--- src/hdl/triangle_unit_normal_unit_macros.svh ---
// ---------------------------------------------------------------------------
// assertion macros for the triangle unit normal block
// ---------------------------------------------------------------------------
`ifndef TRIANGLE_UNIT_NORMAL_UNIT_MACROS_SVH
`define TRIANGLE_UNIT_NORMAL_UNIT_MACROS_SVH

// implication checked every clock outside reset
`define TUN_ASSERT_IMPL(label, ante, cons) \
  label: assert property (@(posedge clk) disable iff (rst) (ante) |-> (cons)) \
    else $error("tun assertion failed");

// implication checked in the clock after the antecedent
`define TUN_ASSERT_NEXT(label, ante, cons) \
  label: assert property (@(posedge clk) disable iff (rst) (ante) |=> (cons)) \
    else $error("tun assertion failed");

`endif

--- src/hdl/tun_sqrt.sv ---
// ---------------------------------------------------------------------------
// tun_sqrt
// pipelined integer square root, one result bit per stage, with stall
// ---------------------------------------------------------------------------
`timescale 1ns / 1ps
module tun_sqrt #(
  parameter int IN_W  = 64,
  parameter int TAG_W = 8
) (
  input  logic              clk,
  input  logic              rst,
  input  logic              en,
  input  logic              in_valid,
  input  logic [IN_W-1:0]   rad,
  input  logic [TAG_W-1:0]  in_tag,
  output logic              out_valid,
  output logic [IN_W/2-1:0] root,
  output logic [TAG_W-1:0]  out_tag
);
  localparam int N = IN_W / 2;
  logic            vld [N+1];
  logic [IN_W-1:0] rd  [N+1];
  logic [N+1:0]    rm  [N+1];
  logic [N-1:0]    rt  [N+1];
  logic [TAG_W-1:0] tg [N+1];

  assign vld[0] = in_valid;
  assign rd[0]  = rad;
  assign rm[0]  = '0;
  assign rt[0]  = '0;
  assign tg[0]  = in_tag;

  // digit-by-digit root: bring down two bits, try 4r+1
  for (genvar i = 0; i < N; i++) begin : g_stage
    logic [N+3:0] trial;
    logic [N+3:0] sub;
    assign trial = {rm[i], rd[i][IN_W-1:IN_W-2]};
    assign sub   = trial - {2'b00, rt[i], 2'b01};
    always_ff @(posedge clk) begin
      if (rst) begin
        vld[i+1] <= 1'b0;
      end else if (en) begin
        vld[i+1] <= vld[i];
      end
    end
    always_ff @(posedge clk) begin
      if (en) begin
        if (!sub[N+3]) begin
          rm[i+1] <= sub[N+1:0];
          rt[i+1] <= {rt[i][N-2:0], 1'b1};
        end else begin
          rm[i+1] <= trial[N+1:0];
          rt[i+1] <= {rt[i][N-2:0], 1'b0};
        end
        rd[i+1] <= {rd[i][IN_W-3:0], 2'b00};
        tg[i+1] <= tg[i];
      end
    end
  end

  assign out_valid = vld[N];
  assign root      = rt[N];
  assign out_tag   = tg[N];
endmodule

--- config.mk ---
export PLATFORM = sky130hd
export DESIGN_NAME = tun_sqrt
export DESIGN_NICKNAME = d
export VERILOG_FILES = /design/src/hdl/triangle_unit_normal_unit_macros.svh /design/src/hdl/tun_sqrt.sv
export SDC_FILE = /design/constraint.sdc
export NUM_CORES = 2
export LEC_CHECK = 0
export CAP_MARGIN = 20
export CORE_ASPECT_RATIO = 0.7
export CORE_MARGIN = 4
export CORE_UTILIZATION = 30
export CTS_CLUSTER_DIAMETER = 30
export CTS_CLUSTER_SIZE = 24
export DETAILED_ROUTE_END_ITERATION = 12
export DONT_BUFFER_PORTS = 1
export HOLD_SLACK_MARGIN = 0.02
export PLACE_DENSITY = 0.41
export SLEW_MARGIN = 5
export SYNTH_ARGS = -nofsm -noshare
export SYNTH_HDL_FRONTEND = slang
export SYNTH_SLANG_ARGS = --single-unit
--- constraint.sdc ---
create_clock -name clk -period 4.6 [get_ports clk]
set_clock_uncertainty 0.05 [all_clocks]
set_input_delay 0.92 -clock clk [delete_from_list [all_inputs] [get_ports clk]]
set_output_delay 0.92 -clock clk [all_outputs]
set_load 0.02 [all_outputs]
==> reports/qor.csv <==
stage,metric,value,unit
detailed_routing,vias_per_cell,4.64,
die,die_area,429000,µm²
layout,final_cell_mix,"edfxtp_1 (2,781), inv_1 (707), clkbuf_16 (592), nand2_1 (583), ha_1 (528)",
layout,instances_no_fill,15700,
place,placed_area,133000,µm²
synth,syn_area_per_cell,13.8,µm²
run,maxCapViolCount,0,
global_routing,antenna_found_initial,15,
layout,fin_util,37.0,%
layout,drive_gt1_share,13.4,%
place,portBuffers,0,
clocking,htreeDepth,6,
sta,period_minus_slack,4.38,ns
die,ios,117,
place,hpwl,189000,µm
global_routing,grt_pass1_wl,431000,µm
clocking,numClockSinks,2813,
clocking,post_cts_buffers,0,
layout,syn2layout_area_growth,22.7,%
detailed_routing,drtAntennaViolNets,0,
die,core,416000,µm²
hold_path,hold_path_class,in2reg,
synth,syn_inst,9122,
detailed_routing,via_count,72800,
sta,worst_hold_slack,0.258,ns
layout,fin_area,154000,µm²
place,pre_cts_ws,-0.0643,ns
detailed_routing,drt_iter0_markers,5403,
synth,synth-seq-cells,2813,
critical_path,crit_fanout,34,
die,die_x,781,µm
detailed_routing,post_drt_wl_per_cell,17.8,µm
critical_path,path_cells,inv_1 > ha_1 > o21a_1 > o2111ai_1 > a21o_1 > a2111oi_0 > buf_4 > o2111ai_1 > o311ai_4 > buf_4 > inv_1 > and3_1 > a21o_1,
critical_path,arrival,5.06,ns
sta,hold_viol,0,
synth,synth_edf_count,2781,
outcome,status,"complete, no violations",
clocking,cts_buffer_depth,4,
pwr,ir_worst_vdd,374,µV
synth,ys_top_cells_by_area,"edfxtp_1 (67%), ha_1 (5.3%), xor2_1 (3.1%), xnor2_1 (3.0%), inv_1 (2.1%)",
die,die_h,549,µm
global_routing,grt_pass1_vias,71900,
synth,async_flop_share,0,%
global_routing,track_usage,12.6,%
clocking,cts_made_buffers,587,
clocking,clk-insertion-delay-late,1.04,ns
synth,synth-seq-area-share,67.0,%
sta,period_share,95.1,%
critical_path,crit_type,reg2reg,
sta,slew_violations,0,
die,initial_core_util,30.2,%
die,num_rows,198,
critical_path,r2r_slack,0.22,ns
pwr,power,86.3,mW
clocking,cts_tree,done,
global_routing,overflow,0,
critical_path,required,5.29,ns
sta,relSlewSlack,2.84,%
place,gp_congestion,0.830,
synth,ys.flop_type,edfxtp_1,
synth,ys_types,98,
layout,final_common_cell,edfxtp_1,
synth,synth_top_area_share,66.5,%
sta,setup_violations,0,
synth,syn_area,126000,µm²
sta,setup_slack,0.223,ns
synth,syn-num-nets,9726,
synth,yosysTopAreaCell,edfxtp_1,
clocking,root_buffer,clkbuf_16,
critical_path,slowest_delay,0.61,ns
critical_path,critPathLaunchType,register,
layout,nets,10300,
pwr,power_density,560,nW/µm²
detailed_routing,drc,0,
clocking,path_clk_slew,0.05,ns
sta,worstMarginPinSlew,1.46,ns
detailed_routing,wirelength,279000,µm
synth,yosys_warnings,0,
sta,setup_tns,0,ns
place,place_inst,14500,
global_routing,grt_max_degree,263,
critical_path,cp-end-kind,register,
sta,max_freq,0.228,GHz
detailed_routing,firstDrtPassIters,5,
sta,rsz0062_at_grt,no,
critical_path,cp_slowest_cell,a2111oi_0,
pwr,leakagePower,58.1,nW
[timing repair]
item / in CTS / in global routing
hold buffers: 77 / 0
setup endpoints to repair: 0 / 1
resized for setup: 0 / 1
hold endpoints to repair: 215 / 0
[registers in the layout (all words and copies together) (netlist names)]
name	flops
g_stage.trial	1067
out_tag	8
vld	31
out_valid	1
rd	930
rt	496
tg	248
root	32
[cells in the mapped netlist, drive strengths merged (33+ instances only)]
cell	n
xnor2	433
a211oi	41
mux2i	53
o21bai	37
o21ai	483
or3	96
nor2b	79
a21o	219
or4	54
mux2	202
inv	711
o21a	98
ha	528
nand4	75
clkbuf	132
nand3	114
nor3	204
nor4	119
xor2	446
nand2b	89
and3	44
a21oi	383
edfxtp	2781
buf	70
o31ai	43
a21boi	33
nand2	583
or2	54
a31oi	66
nor2	493
[final cells by class]
class	count	area [µm²]
clock inverters	415	5270
well taps	5500	6880
inverters	711	2670
repair buffers	182	2040
multi-input cells	5396	38000
flip-flops and latches	2813	84200
diodes	5	12.5
clock buffers	667	15100
fillers	39400	262000
[cells by family after synthesis]
family          Yosys count  share of synthesized area (%)
compound gates         1603                           8.02
flops                  2813                           67.0
buf+inv                 913                           2.88
fa+ha+maj               528                           5.26
xor+xnor                879                           6.16
simple gates           2130                           8.41
mux                     255                           2.23
other cells               1                        0.00299
[worst max-delay path, delay by kind of cell, from the launching register on]
kind | cells | cell delay, ns
compound gates | 7 | 1.86
buf+inv | 4 | 1.04
flops | 1 | 0.57
fa+ha+maj | 1 | 0.33
simple gates | 1 | 0.25
[worst paths after layout]
kind | start | endpoint | cells after the start
worst max-delay path | rt[353] | g_stage[22].trial[18] | 13
worst max register to register | rt[353] | g_stage[22].trial[18] | 13
worst min register to register | rd[1201] | rd[1139] | 0
worst min-delay path | en | rd[951] | 1
[where the power goes]
group,internal [mW],switching (mW)
clock,27.7,14.8
sequential,31.3,1.62
combinational,4.63,6.28
[layer usage]
layer | track usage (%) | routed length [µm] | vias up
met1 | 20.0 | 148000 | 35300
li1 | - | - | 35300
met4 | 3.92 | 7010 | 0
met3 | 3.08 | 17200 | 525
met5 | 0 | 0 | -
met2 | 16.6 | 107000 | 1639
No activity file was read; power rests on OpenSTA's default activity.
